**src/sv/fcpi_pkg.sv**
```systemverilog
`timescale 1ns / 1ps
// Shared types, constants and helper functions for the fan curve interpolator.
// Used by every module of the block; depends on nothing else.
package fcpi_pkg;

    // Defaults for the top-level parameters.
    localparam int MAX_POINTS_DEF     = 8;
    localparam int DUTY_BITS_DEF      = 8;
    localparam int TEMP_FRAC_BITS_DEF = 4;

    // Fixed field widths.
    localparam int TEMP_W     = 12;
    localparam int PCT_W      = 7;
    localparam int DUTY_W     = 8;
    localparam int PT_TEMP_W  = 8;
    localparam int CNT_W      = 4;
    localparam int TEMPS_W    = 64;
    localparam int PCTS_W     = 56;
    localparam int CFG_IDX_W  = 3;
    localparam int CFG_DATA_W = 64;

    // The quotient of a segment interpolation never exceeds the percent delta.
    localparam int QUOT_W = PCT_W;

    // Largest duty width supported by the duty table.
    localparam int DUTY_TAB_W = 16;

    localparam int              PCT_SCALE = 100;
    localparam logic [PCT_W-1:0] PCT_MAX  = 7'd100;

    // Configuration register indexes.
    typedef enum logic [CFG_IDX_W-1:0] {
        CFG_SENSOR_PRESENT   = 3'd0,
        CFG_FALLBACK_PERCENT = 3'd1,
        CFG_POINT_COUNT      = 3'd2,
        CFG_CURVE_TEMPS      = 3'd3,
        CFG_CURVE_PERCENTS   = 3'd4
    } t_cfg_idx;

    // Configuration registers, grouped as they travel to the locate stage.
    typedef struct packed {
        logic               sensor_present;
        logic [PCT_W-1:0]   fallback_percent;
        logic [CNT_W-1:0]   point_count;
        logic [TEMPS_W-1:0] curve_temps;
        logic [PCTS_W-1:0]  curve_percents;
    } t_curve_cfg;

    localparam t_curve_cfg CFG_RESET = '{
        sensor_present:   1'b1,
        fallback_percent: 7'd100,
        point_count:      4'd5,
        curve_temps:      64'd258623742745,
        curve_percents:   56'd27012139520
    };

    // Duty value for every possible percent code.
    typedef logic [DUTY_TAB_W-1:0] t_duty_tab [2**PCT_W];

    function automatic int f_max(input int a, input int b);
        return (a > b) ? a : b;
    endfunction

    // Builds percent * (2^bits - 1) / 100, truncated, at elaboration.
    function automatic t_duty_tab f_duty_table(input int bits);
        t_duty_tab tab;
        for (int p = 0; p < 2**PCT_W; p++) begin
            tab[p] = DUTY_TAB_W'((p * ((1 << bits) - 1)) / PCT_SCALE);
        end
        return tab;
    endfunction

endpackage

```
**src/sv/fcpi_locate.sv**
```systemverilog
`timescale 1ns / 1ps
// Segment search and operand setup: two pipeline stages.
// Depends on fcpi_pkg for field widths and the configuration struct.
module fcpi_locate import fcpi_pkg::*; #(
    parameter int MAX_POINTS     = MAX_POINTS_DEF,
    parameter int TEMP_FRAC_BITS = TEMP_FRAC_BITS_DEF,
    localparam int CW = f_max(TEMP_W, PT_TEMP_W + TEMP_FRAC_BITS)
) (
    input  logic                     i_clk,
    input  logic                     i_rst_n,
    input  t_curve_cfg               i_cfg,
    input  logic                     i_valid,
    output logic                     o_stall,
    input  logic signed [TEMP_W-1:0] i_temperature,
    output logic                     o_valid,
    input  logic                     i_stall,
    output logic [CW-1:0]            o_dist,
    output logic [CW-1:0]            o_span,
    output logic signed [PCT_W:0]    o_pct_delta,
    output logic [PCT_W-1:0]         o_base_pct
);

    localparam int NSEG = MAX_POINTS - 1;

    // Point temperatures scaled to the sample's fixed point, and percentages.
    logic signed [CW-1:0] w_pt_temp [MAX_POINTS];
    logic [PCT_W-1:0]     w_pt_pct  [MAX_POINTS];

    for (genvar g = 0; g < MAX_POINTS; g++) begin : g_pts
        assign w_pt_temp[g] =
            CW'(signed'(i_cfg.curve_temps[PT_TEMP_W*g +: PT_TEMP_W])) <<< TEMP_FRAC_BITS;
        assign w_pt_pct[g] = i_cfg.curve_percents[PCT_W*g +: PCT_W];
    end

    logic signed [CW-1:0] w_t;
    logic [CNT_W-1:0]     w_count;
    logic [MAX_POINTS-1:0] w_last_hot;
    logic signed [CW-1:0] w_t_last;
    logic [PCT_W-1:0]     w_pct_last;
    logic                 w_le_first;
    logic                 w_ge_last;
    logic [NSEG-1:0]      w_hit;
    logic [NSEG-1:0]      w_first_hit;
    logic                 w_direct;
    logic [PCT_W-1:0]     w_base;

    assign w_t     = CW'(i_temperature);
    assign w_count = (i_cfg.point_count > CNT_W'(MAX_POINTS)) ? CNT_W'(MAX_POINTS)
                                                              : i_cfg.point_count;

    // The last point in use, picked by a decoded count.
    for (genvar g = 0; g < MAX_POINTS; g++) begin : g_last
        assign w_last_hot[g] = (w_count == CNT_W'(g + 1));
    end

    always_comb begin
        w_t_last   = '0;
        w_pct_last = '0;
        for (int g = 0; g < MAX_POINTS; g++) begin
            if (w_last_hot[g]) begin
                w_t_last   = w_t_last | w_pt_temp[g];
                w_pct_last = w_pct_last | w_pt_pct[g];
            end
        end
    end

    assign w_le_first = (w_t <= w_pt_temp[0]);
    assign w_ge_last  = (w_t >= w_t_last);

    // A segment holds the sample when both of its points are in use and the sample lies between them.
    for (genvar g = 0; g < NSEG; g++) begin : g_seg
        assign w_hit[g] = (CNT_W'(g + 2) <= w_count) &&
                          (w_t >= w_pt_temp[g]) && (w_t < w_pt_temp[g + 1]);
    end

    // The lowest matching segment wins.
    always_comb begin
        logic seen;
        seen = 1'b0;
        for (int g = 0; g < NSEG; g++) begin
            w_first_hit[g] = w_hit[g] && !seen;
            seen           = seen || w_hit[g];
        end
    end

    // Cases that bypass interpolation carry their percentage directly.
    always_comb begin
        w_direct = 1'b1;
        priority if (!i_cfg.sensor_present) begin
            w_base = i_cfg.fallback_percent;
        end else if (w_count == '0) begin
            w_base = '0;
        end else if (w_le_first) begin
            w_base = w_pt_pct[0];
        end else if (w_ge_last || !(|w_hit)) begin
            w_base = w_pct_last;
        end else begin
            w_direct = 1'b0;
            w_base   = w_pct_last;
        end
    end

    // Stall chain: a stage holds only when it is full and the next one holds.
    logic r1_valid;
    logic r2_valid;
    logic w_stall1;
    logic w_stall2;

    assign w_stall2 = r2_valid && i_stall;
    assign w_stall1 = r1_valid && w_stall2;
    assign o_stall  = w_stall1;
    assign o_valid  = r2_valid;

    // Stage 1: segment decision.
    logic                 r1_direct;
    logic [PCT_W-1:0]     r1_base;
    logic [NSEG-1:0]      r1_seg_hot;
    logic signed [CW-1:0] r1_t;

    always_ff @(posedge i_clk) begin
        if (!i_rst_n) begin
            r1_valid <= 1'b0;
        end else if (!w_stall1) begin
            r1_valid <= i_valid;
        end
    end

    always_ff @(posedge i_clk) begin
        if (!w_stall1) begin
            r1_direct  <= w_direct;
            r1_base    <= w_base;
            r1_seg_hot <= w_first_hit;
            r1_t       <= w_t;
        end
    end

    // Stage 2: offset, span and percent delta of the chosen segment.
    logic signed [CW-1:0] w_lo;
    logic signed [CW-1:0] w_hi;
    logic [PCT_W-1:0]     w_plo;
    logic [PCT_W-1:0]     w_phi;
    logic signed [CW:0]   w_span_full;
    logic signed [CW:0]   w_dist_full;

    always_comb begin
        w_lo  = '0;
        w_hi  = '0;
        w_plo = '0;
        w_phi = '0;
        for (int g = 0; g < NSEG; g++) begin
            if (r1_seg_hot[g]) begin
                w_lo  = w_lo | w_pt_temp[g];
                w_hi  = w_hi | w_pt_temp[g + 1];
                w_plo = w_plo | w_pt_pct[g];
                w_phi = w_phi | w_pt_pct[g + 1];
            end
        end
    end

    assign w_span_full = (CW + 1)'(w_hi) - (CW + 1)'(w_lo);
    assign w_dist_full = (CW + 1)'(r1_t) - (CW + 1)'(w_lo);

    always_ff @(posedge i_clk) begin
        if (!i_rst_n) begin
            r2_valid <= 1'b0;
        end else if (!w_stall2) begin
            r2_valid <= r1_valid;
        end
    end

    // A direct result divides zero by one so the quotient is zero.
    always_ff @(posedge i_clk) begin
        if (!w_stall2) begin
            if (r1_direct) begin
                o_dist      <= '0;
                o_span      <= CW'(1);
                o_pct_delta <= '0;
                o_base_pct  <= r1_base;
            end else begin
                o_dist      <= w_dist_full[CW-1:0];
                o_span      <= w_span_full[CW-1:0];
                o_pct_delta <= $signed({1'b0, w_phi}) - $signed({1'b0, w_plo});
                o_base_pct  <= w_plo;
            end
        end
    end

endmodule

```
**src/sv/fcpi_floor_div.sv**
```systemverilog
`timescale 1ns / 1ps
// Pipelined restoring divider: one quotient bit per register stage.
// Depends on fcpi_pkg for the quotient width.
module fcpi_floor_div import fcpi_pkg::*; #(
    parameter int DEN_W = 16,
    parameter int SB_W  = PCT_W,
    localparam int NW   = DEN_W + QUOT_W
) (
    input  logic              i_clk,
    input  logic              i_rst_n,
    input  logic              i_valid,
    output logic              o_stall,
    input  logic [NW-1:0]     i_num,
    input  logic [DEN_W-1:0]  i_den,
    input  logic              i_neg,
    input  logic [SB_W-1:0]   i_sb,
    output logic              o_valid,
    input  logic              i_stall,
    output logic [QUOT_W-1:0] o_quot,
    output logic              o_rem_nz,
    output logic              o_neg,
    output logic [SB_W-1:0]   o_sb
);

    localparam int LAST = QUOT_W - 1;

    // Stage registers; stage s resolves quotient bit LAST - s.
    logic              r_valid [QUOT_W];
    logic [NW-1:0]     r_rem   [QUOT_W];
    logic [QUOT_W-1:0] r_quot  [QUOT_W];
    logic [DEN_W-1:0]  r_den   [QUOT_W];
    logic              r_neg   [QUOT_W];
    logic [SB_W-1:0]   r_sb    [QUOT_W];

    logic              w_valid_in [QUOT_W];
    logic [NW-1:0]     w_rem_in   [QUOT_W];
    logic [QUOT_W-1:0] w_quot_in  [QUOT_W];
    logic [DEN_W-1:0]  w_den_in   [QUOT_W];
    logic              w_neg_in   [QUOT_W];
    logic [SB_W-1:0]   w_sb_in    [QUOT_W];
    logic              w_stall    [QUOT_W];
    logic              w_stall_nx [QUOT_W];

    for (genvar s = 0; s < QUOT_W; s++) begin : g_stage
        localparam int K = LAST - s;

        logic [NW:0] w_sub;
        logic        w_bit;

        // Stage inputs come from the port or from the stage before.
        if (s == 0) begin : g_first
            assign w_valid_in[s] = i_valid;
            assign w_rem_in[s]   = i_num;
            assign w_quot_in[s]  = '0;
            assign w_den_in[s]   = i_den;
            assign w_neg_in[s]   = i_neg;
            assign w_sb_in[s]    = i_sb;
        end else begin : g_next
            assign w_valid_in[s] = r_valid[s - 1];
            assign w_rem_in[s]   = r_rem[s - 1];
            assign w_quot_in[s]  = r_quot[s - 1];
            assign w_den_in[s]   = r_den[s - 1];
            assign w_neg_in[s]   = r_neg[s - 1];
            assign w_sb_in[s]    = r_sb[s - 1];
        end

        if (s == LAST) begin : g_tail
            assign w_stall_nx[s] = i_stall;
        end else begin : g_body
            assign w_stall_nx[s] = w_stall[s + 1];
        end

        assign w_stall[s] = r_valid[s] && w_stall_nx[s];

        // Trial subtraction of the shifted divisor.
        assign w_sub = {1'b0, w_rem_in[s]} - ((NW + 1)'(w_den_in[s]) << K);
        assign w_bit = !w_sub[NW];

        always_ff @(posedge i_clk) begin
            if (!i_rst_n) begin
                r_valid[s] <= 1'b0;
            end else if (!w_stall[s]) begin
                r_valid[s] <= w_valid_in[s];
            end
        end

        always_ff @(posedge i_clk) begin
            if (!w_stall[s]) begin
                r_rem[s]  <= w_bit ? w_sub[NW-1:0] : w_rem_in[s];
                r_quot[s] <= {w_quot_in[s][QUOT_W-2:0], w_bit};
                r_den[s]  <= w_den_in[s];
                r_neg[s]  <= w_neg_in[s];
                r_sb[s]   <= w_sb_in[s];
            end
        end
    end

    assign o_stall  = w_stall[0];
    assign o_valid  = r_valid[LAST];
    assign o_quot   = r_quot[LAST];
    assign o_rem_nz = |r_rem[LAST];
    assign o_neg    = r_neg[LAST];
    assign o_sb     = r_sb[LAST];

endmodule

```
**src/sv/fcpi_duty.sv**
```systemverilog
`timescale 1ns / 1ps
// Floor correction, percent clamp and duty scaling: two pipeline stages.
// Depends on fcpi_pkg for widths and the duty table builder.
module fcpi_duty import fcpi_pkg::*; #(
    parameter int DUTY_BITS = DUTY_BITS_DEF
) (
    input  logic              i_clk,
    input  logic              i_rst_n,
    input  logic              i_valid,
    output logic              o_stall,
    input  logic [QUOT_W-1:0] i_quot,
    input  logic              i_rem_nz,
    input  logic              i_neg,
    input  logic [PCT_W-1:0]  i_base_pct,
    output logic              o_valid,
    input  logic              i_stall,
    output logic [PCT_W-1:0]  o_fan_percent,
    output logic [DUTY_W-1:0] o_duty_raw
);

    localparam t_duty_tab DUTY_TAB = f_duty_table(DUTY_BITS);

    logic ra_valid;
    logic rb_valid;
    logic w_stall_a;
    logic w_stall_b;

    assign w_stall_b = rb_valid && i_stall;
    assign w_stall_a = ra_valid && w_stall_b;
    assign o_stall   = w_stall_a;
    assign o_valid   = rb_valid;

    // A negative quotient with a remainder rounds one step further down.
    logic [QUOT_W:0]        w_mag;
    logic signed [PCT_W+1:0] w_q;
    logic signed [PCT_W+1:0] w_sum;
    logic [PCT_W-1:0]       w_pct;

    assign w_mag = {1'b0, i_quot} + (QUOT_W + 1)'(i_neg && i_rem_nz);
    assign w_q   = i_neg ? -$signed({1'b0, w_mag}) : $signed({1'b0, w_mag});
    assign w_sum = $signed({2'b00, i_base_pct}) + w_q;

    always_comb begin
        priority if (w_sum < 0) begin
            w_pct = '0;
        end else if (w_sum > $signed({2'b00, PCT_MAX})) begin
            w_pct = PCT_MAX;
        end else begin
            w_pct = w_sum[PCT_W-1:0];
        end
    end

    // Stage A: clamped percentage.
    logic [PCT_W-1:0] ra_pct;

    always_ff @(posedge i_clk) begin
        if (!i_rst_n) begin
            ra_valid <= 1'b0;
        end else if (!w_stall_a) begin
            ra_valid <= i_valid;
        end
    end

    always_ff @(posedge i_clk) begin
        if (!w_stall_a) begin
            ra_pct <= w_pct;
        end
    end

    // Stage B: output register with the duty lookup.
    always_ff @(posedge i_clk) begin
        if (!i_rst_n) begin
            rb_valid <= 1'b0;
        end else if (!w_stall_b) begin
            rb_valid <= ra_valid;
        end
    end

    always_ff @(posedge i_clk) begin
        if (!w_stall_b) begin
            o_fan_percent <= ra_pct;
            o_duty_raw    <= DUTY_TAB[ra_pct][DUTY_W-1:0];
        end
    end

endmodule

```
**src/sv/fan_curve_pwm_interpolator.sv**
```systemverilog
`timescale 1ns / 1ps
// Fan curve interpolator: temperature sample in, fan percent and PWM duty out.
// An accepted beat passes through these pipeline stages to the output register:
// two locate stages, one multiply stage, seven divider stages and two duty stages.
// Takes one beat per cycle unless stalled; empty stages fill while the output is stalled.
// Synchronous active-low reset empties the pipeline and loads the default curve.
module fan_curve_pwm_interpolator import fcpi_pkg::*; #(
    parameter int MAX_POINTS     = MAX_POINTS_DEF,
    parameter int DUTY_BITS      = DUTY_BITS_DEF,
    parameter int TEMP_FRAC_BITS = TEMP_FRAC_BITS_DEF
) (
    input  logic                     i_clk,
    input  logic                     i_rst_n,
    input  logic                     i_cfg_valid,
    output logic                     o_cfg_ready,
    input  logic [CFG_IDX_W-1:0]     i_cfg_index,
    input  logic [CFG_DATA_W-1:0]    i_cfg_data,
    input  logic                     i_valid,
    output logic                     o_stall,
    input  logic signed [TEMP_W-1:0] i_temperature,
    output logic                     o_valid,
    input  logic                     i_stall,
    output logic [PCT_W-1:0]         o_fan_percent,
    output logic [DUTY_W-1:0]        o_duty_raw
);

    localparam int CW = f_max(TEMP_W, PT_TEMP_W + TEMP_FRAC_BITS);
    localparam int NW = CW + QUOT_W;

    // Configuration registers.
    t_curve_cfg r_cfg;

    assign o_cfg_ready = 1'b1;

    always_ff @(posedge i_clk) begin
        if (!i_rst_n) begin
            r_cfg <= CFG_RESET;
        end else if (i_cfg_valid && o_cfg_ready) begin
            unique case (t_cfg_idx'(i_cfg_index))
                CFG_SENSOR_PRESENT:   r_cfg.sensor_present   <= i_cfg_data[0];
                CFG_FALLBACK_PERCENT: r_cfg.fallback_percent <= i_cfg_data[PCT_W-1:0];
                CFG_POINT_COUNT:      r_cfg.point_count      <= i_cfg_data[CNT_W-1:0];
                CFG_CURVE_TEMPS:      r_cfg.curve_temps      <= i_cfg_data[TEMPS_W-1:0];
                CFG_CURVE_PERCENTS:   r_cfg.curve_percents   <= i_cfg_data[PCTS_W-1:0];
                default: ;
            endcase
        end
    end

    // Segment search and operand setup.
    logic                 w_loc_valid;
    logic                 w_loc_stall;
    logic [CW-1:0]        w_loc_dist;
    logic [CW-1:0]        w_loc_span;
    logic signed [PCT_W:0] w_loc_dp;
    logic [PCT_W-1:0]     w_loc_base;

    fcpi_locate #(
        .MAX_POINTS     (MAX_POINTS),
        .TEMP_FRAC_BITS (TEMP_FRAC_BITS)
    ) u_locate (
        .i_clk         (i_clk),
        .i_rst_n       (i_rst_n),
        .i_cfg         (r_cfg),
        .i_valid       (i_valid),
        .o_stall       (o_stall),
        .i_temperature (i_temperature),
        .o_valid       (w_loc_valid),
        .i_stall       (w_loc_stall),
        .o_dist        (w_loc_dist),
        .o_span        (w_loc_span),
        .o_pct_delta   (w_loc_dp),
        .o_base_pct    (w_loc_base)
    );

    // Multiply stage: offset times the magnitude of the percent delta.
    logic             r3_valid;
    logic [NW-1:0]    r3_prod;
    logic [CW-1:0]    r3_span;
    logic             r3_neg;
    logic [PCT_W-1:0] r3_base;
    logic             w_div_stall;
    logic [PCT_W-1:0] w_dp_abs;

    assign w_loc_stall = r3_valid && w_div_stall;
    assign w_dp_abs    = w_loc_dp[PCT_W] ? PCT_W'(-w_loc_dp) : PCT_W'(w_loc_dp);

    always_ff @(posedge i_clk) begin
        if (!i_rst_n) begin
            r3_valid <= 1'b0;
        end else if (!w_loc_stall) begin
            r3_valid <= w_loc_valid;
        end
    end

    always_ff @(posedge i_clk) begin
        if (!w_loc_stall) begin
            r3_prod <= NW'(w_loc_dist) * NW'(w_dp_abs);
            r3_span <= w_loc_span;
            r3_neg  <= w_loc_dp[PCT_W];
            r3_base <= w_loc_base;
        end
    end

    // Divider: magnitude quotient and remainder flag.
    logic              w_div_valid;
    logic              w_duty_stall;
    logic [QUOT_W-1:0] w_div_quot;
    logic              w_div_rem_nz;
    logic              w_div_neg;
    logic [PCT_W-1:0]  w_div_base;

    fcpi_floor_div #(
        .DEN_W (CW),
        .SB_W  (PCT_W)
    ) u_div (
        .i_clk    (i_clk),
        .i_rst_n  (i_rst_n),
        .i_valid  (r3_valid),
        .o_stall  (w_div_stall),
        .i_num    (r3_prod),
        .i_den    (r3_span),
        .i_neg    (r3_neg),
        .i_sb     (r3_base),
        .o_valid  (w_div_valid),
        .i_stall  (w_duty_stall),
        .o_quot   (w_div_quot),
        .o_rem_nz (w_div_rem_nz),
        .o_neg    (w_div_neg),
        .o_sb     (w_div_base)
    );

    // Floor correction, clamp and duty scaling.
    fcpi_duty #(
        .DUTY_BITS (DUTY_BITS)
    ) u_duty (
        .i_clk         (i_clk),
        .i_rst_n       (i_rst_n),
        .i_valid       (w_div_valid),
        .o_stall       (w_duty_stall),
        .i_quot        (w_div_quot),
        .i_rem_nz      (w_div_rem_nz),
        .i_neg         (w_div_neg),
        .i_base_pct    (w_div_base),
        .o_valid       (o_valid),
        .i_stall       (i_stall),
        .o_fan_percent (o_fan_percent),
        .o_duty_raw    (o_duty_raw)
    );

    // The divider must never see a zero divisor.
    a_span_nonzero: assert property (@(posedge i_clk) disable iff (!i_rst_n)
        r3_valid |-> (r3_span != '0))
        else $error("zero divisor entered the divider");

    // Every delivered percentage lies in the clamped range.
    a_pct_range: assert property (@(posedge i_clk) disable iff (!i_rst_n)
        o_valid |-> (o_fan_percent <= PCT_MAX))
        else $error("fan percent above limit");

    // Back-pressure upstream only when the output itself is full and held.
    a_stall_source: assert property (@(posedge i_clk) disable iff (!i_rst_n)
        o_stall |-> (o_valid && i_stall))
        else $error("input stalled without a held output");

endmodule
```
**config.mk**
```make
export PLATFORM = sky130hd
export DESIGN_NAME = fan_curve_pwm_interpolator
export DESIGN_NICKNAME = d
export VERILOG_FILES = /design/src/sv/fcpi_pkg.sv /design/src/sv/fcpi_locate.sv /design/src/sv/fcpi_floor_div.sv /design/src/sv/fcpi_duty.sv /design/src/sv/fan_curve_pwm_interpolator.sv
export SDC_FILE = /design/constraint.sdc
export NUM_CORES = 1
export LEC_CHECK = 0
export BUFFER_PORTS_ARGS = -buffer_cell sky130_fd_sc_hd__buf_2
export CORE_MARGIN = 2
export CORE_UTILIZATION = 25
export CTS_CLUSTER_DIAMETER = 30
export CTS_CLUSTER_SIZE = 20
export DETAILED_ROUTE_END_ITERATION = 8
export SLEW_MARGIN = 20
export SYNTH_ARGS = -nofsm -noshare
export SYNTH_HDL_FRONTEND = slang
export SYNTH_HIERARCHICAL = 1
export SYNTH_SLANG_ARGS = --single-unit
```
**constraint.sdc**
```tcl
create_clock -name i_clk -period 13.3 [get_ports i_clk]
set_clock_uncertainty 0.2 [all_clocks]
set_input_delay 2.66 -clock i_clk [delete_from_list [all_inputs] [get_ports i_clk]]
set_output_delay 2.66 -clock i_clk [all_outputs]
set_load 0.03 [all_outputs]
```
Yosys cells after proc, flatten, opt, wreduce, memory -nomap -nowiden
Memory sizes are Yosys's and may differ from the RTL's. A register that Yosys moved wholly into a read port is not among the register bits.
Index checks and enable logic that the tools add are counted.
{ "word_totals": {"elab_cells": 286, "mem_bits_rw": 329, "in_bits": 84, "register_bits": 256, "mem_count": 7, "out_inout_bits": 18, "mem_bits_ro": 2048, "latch_bits": 0} }
{ "classes": {"add_sub_neg": 14, "bitwise_logic": 47, "shifts": 0, "eq_ne": 12, "div": 0, "reduce_logical": 65, "n_mux": 89, "magnitude_cmp": 26, "mul": 1} }
{ "mem_list": {"columns": ["name", "depth", "word_bits", "read_ports", "rd_clocked_by_memory_dff", "write_ports", "line_no", "source"], "rows": [
  ["(name not given)", 128, 16, 1, 1, 0, "fcpi_duty.sv:82", "o_duty_raw <= DUTY_TAB[ra_pct][DUTY_W-1:0];"],
  ["u_div.r_rem", 7, 19, 7, 0, 7, "fcpi_floor_div.sv:29", "logic [NW-1:0] r_rem [QUOT_W];"],
  ["u_div.r_den", 7, 12, 6, 0, 7, "fcpi_floor_div.sv:31", "logic [DEN_W-1:0] r_den [QUOT_W];"],
  ["u_div.r_quot", 7, 7, 7, 0, 7, "fcpi_floor_div.sv:30", "logic [QUOT_W-1:0] r_quot [QUOT_W];"],
  ["u_div.r_sb", 7, 7, 7, 0, 7, "fcpi_floor_div.sv:33", "logic [SB_W-1:0] r_sb [QUOT_W];"],
  ["u_div.r_neg", 7, 1, 7, 0, 7, "fcpi_floor_div.sv:32", "logic r_neg [QUOT_W];"],
  ["+1 memories", null, null, null, null, null, null, null]
]} }
{ "op_table": {"columns": ["op", "count"], "rows": [
  ["$mux W12", 22],
  ["$or A12 B12 Y12", 19],
  ["$mux W7", 28],
  ["$mux W19", 7],
  ["$or A7 B7 Y7", 19],
  ["$ge A12 B12 Y1", 8],
  ["$lt A12 B12 Y1", 7],
  ["$logic_and A1 B1 Y1", 33],
  ["$mux W1", 30],
  ["$sub A12 B12 Y12", 2],
  ["$sub A19 B12 Y20", 1],
  ["$sub A19 B13 Y20", 1],
  ["$sub A19 B14 Y20", 1],
  ["$sub A19 B15 Y20", 1],
  ["$sub A19 B16 Y20", 1],
  ["$sub A19 B17 Y20", 1],
  ["$sub A19 B18 Y20", 1],
  ["$mul A12 B7 Y19", 1],
  ["$reduce_or A19 Y1", 1],
  ["$eq A4 B3 Y1 const B", 4],
  ["$le A3 B4 Y1 const A", 4],
  ["$logic_not A1 Y1", 15],
  ["$le A12 B12 Y1", 1],
  ["$reduce_and A2 Y1", 5],
  ["27 further kinds", 41]
]} }

Logic depth before layout (Yosys ltp)
{ "logic_depth": {"depth_word": 21, "depth_mapped": 22, "ltp_nobuf": 20} }

Hierarchy
Netlist, hierarchy kept.
{ "modules_own_cells": {"columns": ["module", "area_per_inst_um2", "instances", "seq_area_each_um2", "cells_each"], "rows": [
  ["fcpi_floor_div", 14576.5, 1, 8878.5, 1153],
  ["fan_curve_pwm_interpolator", 8893.5, 1, 3833.7, 969],
  ["fcpi_locate", 6687.7, 1, 1931.9, 729],
  ["fcpi_duty", 2929.1, 1, 700.7, 381]
]} }

Worst setup path after synthesis
Ideal clock, no wire load.
{ "synth_path": {"path_type": "input to output", "startpoint": "input i_stall", "endpoint": "output o_stall", "path_buffers": 0, "required_time_ns": 10.440, "slack_ns": 3.256, "t_arrival_ns": 7.184, "stages": 11, "path_cell_list": "nand3_1 -> inv_1 -> and3_1 -> and2_0 -> and3_1 -> nand3_1 -> inv_1 -> nand2_1 -> inv_1 -> nand3_1 -> inv_1"} }
{ "synth_via": {"elab_chain_len": 12} }
{ "synth_rtl": {"columns": ["element", "line_no", "source"], "rows": [
  ["start, declared", "fan_curve_pwm_interpolator.sv:22", "input logic i_stall,"],
  ["$logic_and A1 B1 Y1", "fcpi_duty.sv:28", "assign w_stall_b = rb_valid && i_stall;"],
  ["$logic_and A1 B1 Y1", "fcpi_duty.sv:29", "assign w_stall_a = ra_valid && w_stall_b;"],
  ["via w_duty_stall", "fan_curve_pwm_interpolator.sv:107", "logic w_duty_stall;"],
  ["$logic_and A1 B1 Y1 (7 in series)", "fcpi_floor_div.sv:73", "assign w_stall[s] = r_valid[s] && w_stall_nx[s];"],
  ["via w_div_stall", "fan_curve_pwm_interpolator.sv:82", "logic w_div_stall;"],
  ["$logic_and A1 B1 Y1", "fan_curve_pwm_interpolator.sv:85", "assign w_loc_stall = r3_valid && w_div_stall;"],
  ["via w_loc_stall", "fan_curve_pwm_interpolator.sv:52", "logic w_loc_stall;"],
  ["$logic_and A1 B1 Y1", "fcpi_locate.sv:109", "assign w_stall2 = r2_valid && i_stall;"],
  ["$logic_and A1 B1 Y1", "fcpi_locate.sv:110", "assign w_stall1 = r1_valid && w_stall2;"],
  ["end, declared", "fan_curve_pwm_interpolator.sv:19", "output logic o_stall,"]
]} }
The timed path passes the listed nets, and every way through them passes these cells.

Worst setup path after layout
Ends and elaborated chain as after synthesis.

==> impl_results.md <==
* Vias in the first global route at between 20000 and 25000
* Yosys warnings at 6
* Area growth from synthesis to layout at 17.3%
* Detailed Place HPWL at a little under 60 mm
* Setup CP Type: in2out
* Syn Area/Cell at a little over 10 um2
* Grt total ovfl at 0
* Placer congestion estimate at around 0.91
* Setup tns final at 0 ns
* PwrDens at slightly below 200 nW/um2
* Post-layout nets at approximately 3700
* Post-synthesis sequential area ratio at a little under half
* Worst slew pin tran at between 0.9 and 1 ns
* Commonest cells after routing, fill and taps aside: nand2_1 (421), edfxtp_1 (419), inv_1 (291)
* Final Hold Violating Endpoints at 0
* Die footprint at approximately 140000 um2
* IO buf count at 100
* PostCTS Resize Cnt at 0
* Peak Freq at around 100 MHz
* Predominant post-synthesis flop cell: edfxtp_1
* RSZ-0062 raised after global routing: false
* Clock sinks at 557
* Cell Area, Placed at roughly 35000 um2
* Longest Clk Path Bufs at 3
* Initial antenna violation count at 1
* Area contributors post-synth: edfxtp_1 (38%), ha_1 (8.9%), dfxtp_1 (8.3%), nand2_1 (4.8%), fa_1 (3.6%)
* Tcrit/Tclk final at 73.1%
* Critical path arrival at between 6 and 7 ns
* Largest net degree at the start of global routing at 96
* Ports at 102
* CP Data Required Time at about 10 ns
* Max-cap violations at 0
* 1st-pass router iterations at 9
* TritonCTS clock tree: yes
* Crit-path max FO at 42
* Cell count after synthesis at about 3200
* Core area at 131000 um2
* Post-synth top area share at between 30% and 40%
* Fin area at 38800 um2
* Max IR drop VDD at 0.000117 V
* Post-Syn Area at 33100 um2
* Site Rows at approximately 130
* DR DRC count at 0
* Vias at about 24000
* Inserted Diodes at 0
* Type of origin of the critical path: input pin
* Ys async rst share at 0%
* Setup bufs post-CTS at 0
* First-pass GRT wire length at approximately 130 mm
* Clk_lat worst skew at around 0.67 ns
* Pins Over Slew Limit at 0
* GR Util All Layers at a little under an eighth
* Final wirelength at 79.4 mm
* Reg clk slew, reported paths at ~0.06 ns
* Pleak at between 15 and 20 nW
* Most common cell after layout, fill and taps aside: nand2_1
* Initial DRC count at 2354
* Setup-failing EPs final at 0
* Setup crit end kind: output pin
* Vias per cell at 4.70
* Number of synthesized register bits at between 500 and 600
* Chip Height at 368 um
* Routed Antenna Nets at 0
* Routed len/inst at roughly 15 um
* Initial core utilization at around 25%
* Num CTS Buffers at slightly below 100
* H-tree depth at 3
* HP Class: reg2reg
* Post-synth EDFFs at 419
* Worst slew margin at 33.0%
* Hold Buf Count CTS at 0
* Share of layout cells above drive strength 1 at around 11%
* Largest area contributor in the netlist: edfxtp_1
* Die Width at roughly 370 um
* Final min period at slightly below 10 ns
* Status: complete, no violations
* Synth cell types at between 100 and 150
* Clock root buffer: clkbuf_16
==> logic make-up (layout without fill, tap and decap cells) <==
kind of cell	count (synthesis)	after routing	share of synthesized area (%)
AOI/OAI and AO/OA	771	771	16.1
adders and majority gates	295	295	12.5
DFF	557	557	46.4
xor gates and xnor gates	122	122	3.23
and+or+nand+nor	1003	1003	14.6
buffers and inverters	427	612	5.32
other	2	4	0.0227
muxes	55	55	1.87
==> state kept, by name, indices dropped and copies added (netlist names), 7 cells and up <==
signal,cells
u_div/r_rem,133
r_cfg,132
u_div/r_den,72
u_div/r_sb,49
u_div/r_quot,28
r3_prod,19
r3_span,12
u_locate/o_dist,12
u_locate/r1_t,12
u_locate/o_span,9
u_duty/o_duty_raw,8
u_locate/o_pct_delta,8
r3_base,7
u_div/r_neg,7
u_div/r_valid,7
u_duty/o_fan_percent,7
u_duty/ra_pct,7
u_locate/o_base_pct,7
u_locate/r1_base,7
u_locate/r1_seg_hot,7
==> cells in the mapped netlist (16+ instances only) <==
master and count:
nand2_1 422, edfxtp_1 419, inv_1 292, ha_1 235, nor2_1 158, a21oi_1 143, dfxtp_1 138, o21ai_0 129
a21boi_0 103, nand3_1 98, a22oi_1 89, clkbuf_1 76, xnor2_1 74, nor2b_1 63, fa_1 60, xor2_1 48
nand2b_1 46, a222oi_1 45, nor3_1 42, a21o_1 40, and2_1 32, and3_1 32, mux2_2 32, a31oi_1 29
a211oi_1 27, o21a_1 26, buf_2 22, mux2i_1 19, o21ai_1 17, buf_4 16, nand4_1 16
==> power breakdown <==
| part | switching [W] | internal [W] |
|---|---|---|
| clock | 0.000918 | 0.00156 |
| sequential | 0.000208 | 0.00236 |
| combinational | 0.00143 | 0.00111 |
==> layer usage <==
metal | vias up | wire length [um] | share of wire (%) | track usage, %
met4 | 0 | 2740 | 3.5 | 4.76
met2 | 845 | 37000 | 47 | 19.0
li1 | 11900 | - | - | -
met5 | - | 0 | 0 | 0
met3 | 193 | 5910 | 7.4 | 2.82
met1 | 11400 | 33800 | 43 | 14.4
==> critical path, stage by stage <==
cell	delay (ns)
buf_2	0.10
nand3_1	0.28
inv_1	0.22
and3_1	0.22
and2_0	0.31
and3_1	0.31
nand3_2	0.75
inv_1	0.24
nand2_1	0.08
buf_4	0.28
inv_1	0.18
nand3_2	0.61
inv_1	0.35
buf_2	0.25
==> metrics by stage <==
step / worst slack, ns / util [%] / hold WS (ns) / total power (W) / instances
final: 3.58 / 29.5 / 0.183 / 0.00759 / 5174
after global routing: 3.03 / 29.5 / 0.184 / 0.00809 / 5174
after CTS: 3.42 / 29.5 / 0.182 / 0.00765 / 5173
after detailed placement: 3.44 / 26.9 / 0.205 / 0.00512 / 4989
after global placement: 3.44 / 26.9 / 0.200 / 0.00506 / 4989
after floorplan: 3.26 / - / 0.200 / 0.00458 / 3234
==> final timing paths <==
kind | from | to | slack [ns] | cells past startpoint
setup / recovery | i_stall | o_stall | 3.58 | 14
hold / removal | r3_prod[0] | u_div/r_rem[0][0] | 0.18 | 0
setup reg to reg | u_locate/o_pct_delta[0] | r3_prod[18] | 7.14 | 20
hold reg to reg | r3_prod[0] | u_div/r_rem[0][0] | 0.18 | 0
==> area by class of cell <==
cell class	instances	area, um2
Clock buffer	119	2600
Clock inverter	65	768
Fill cell	13600	92700
Inverter	293	1100
Multi-Input combinational cell	2250	16000
Sequential cell	557	15300
Tap cell	1755	2200
Timing Repair Buffer	135	766
No activity file was read; power rests on OpenSTA's default activity.
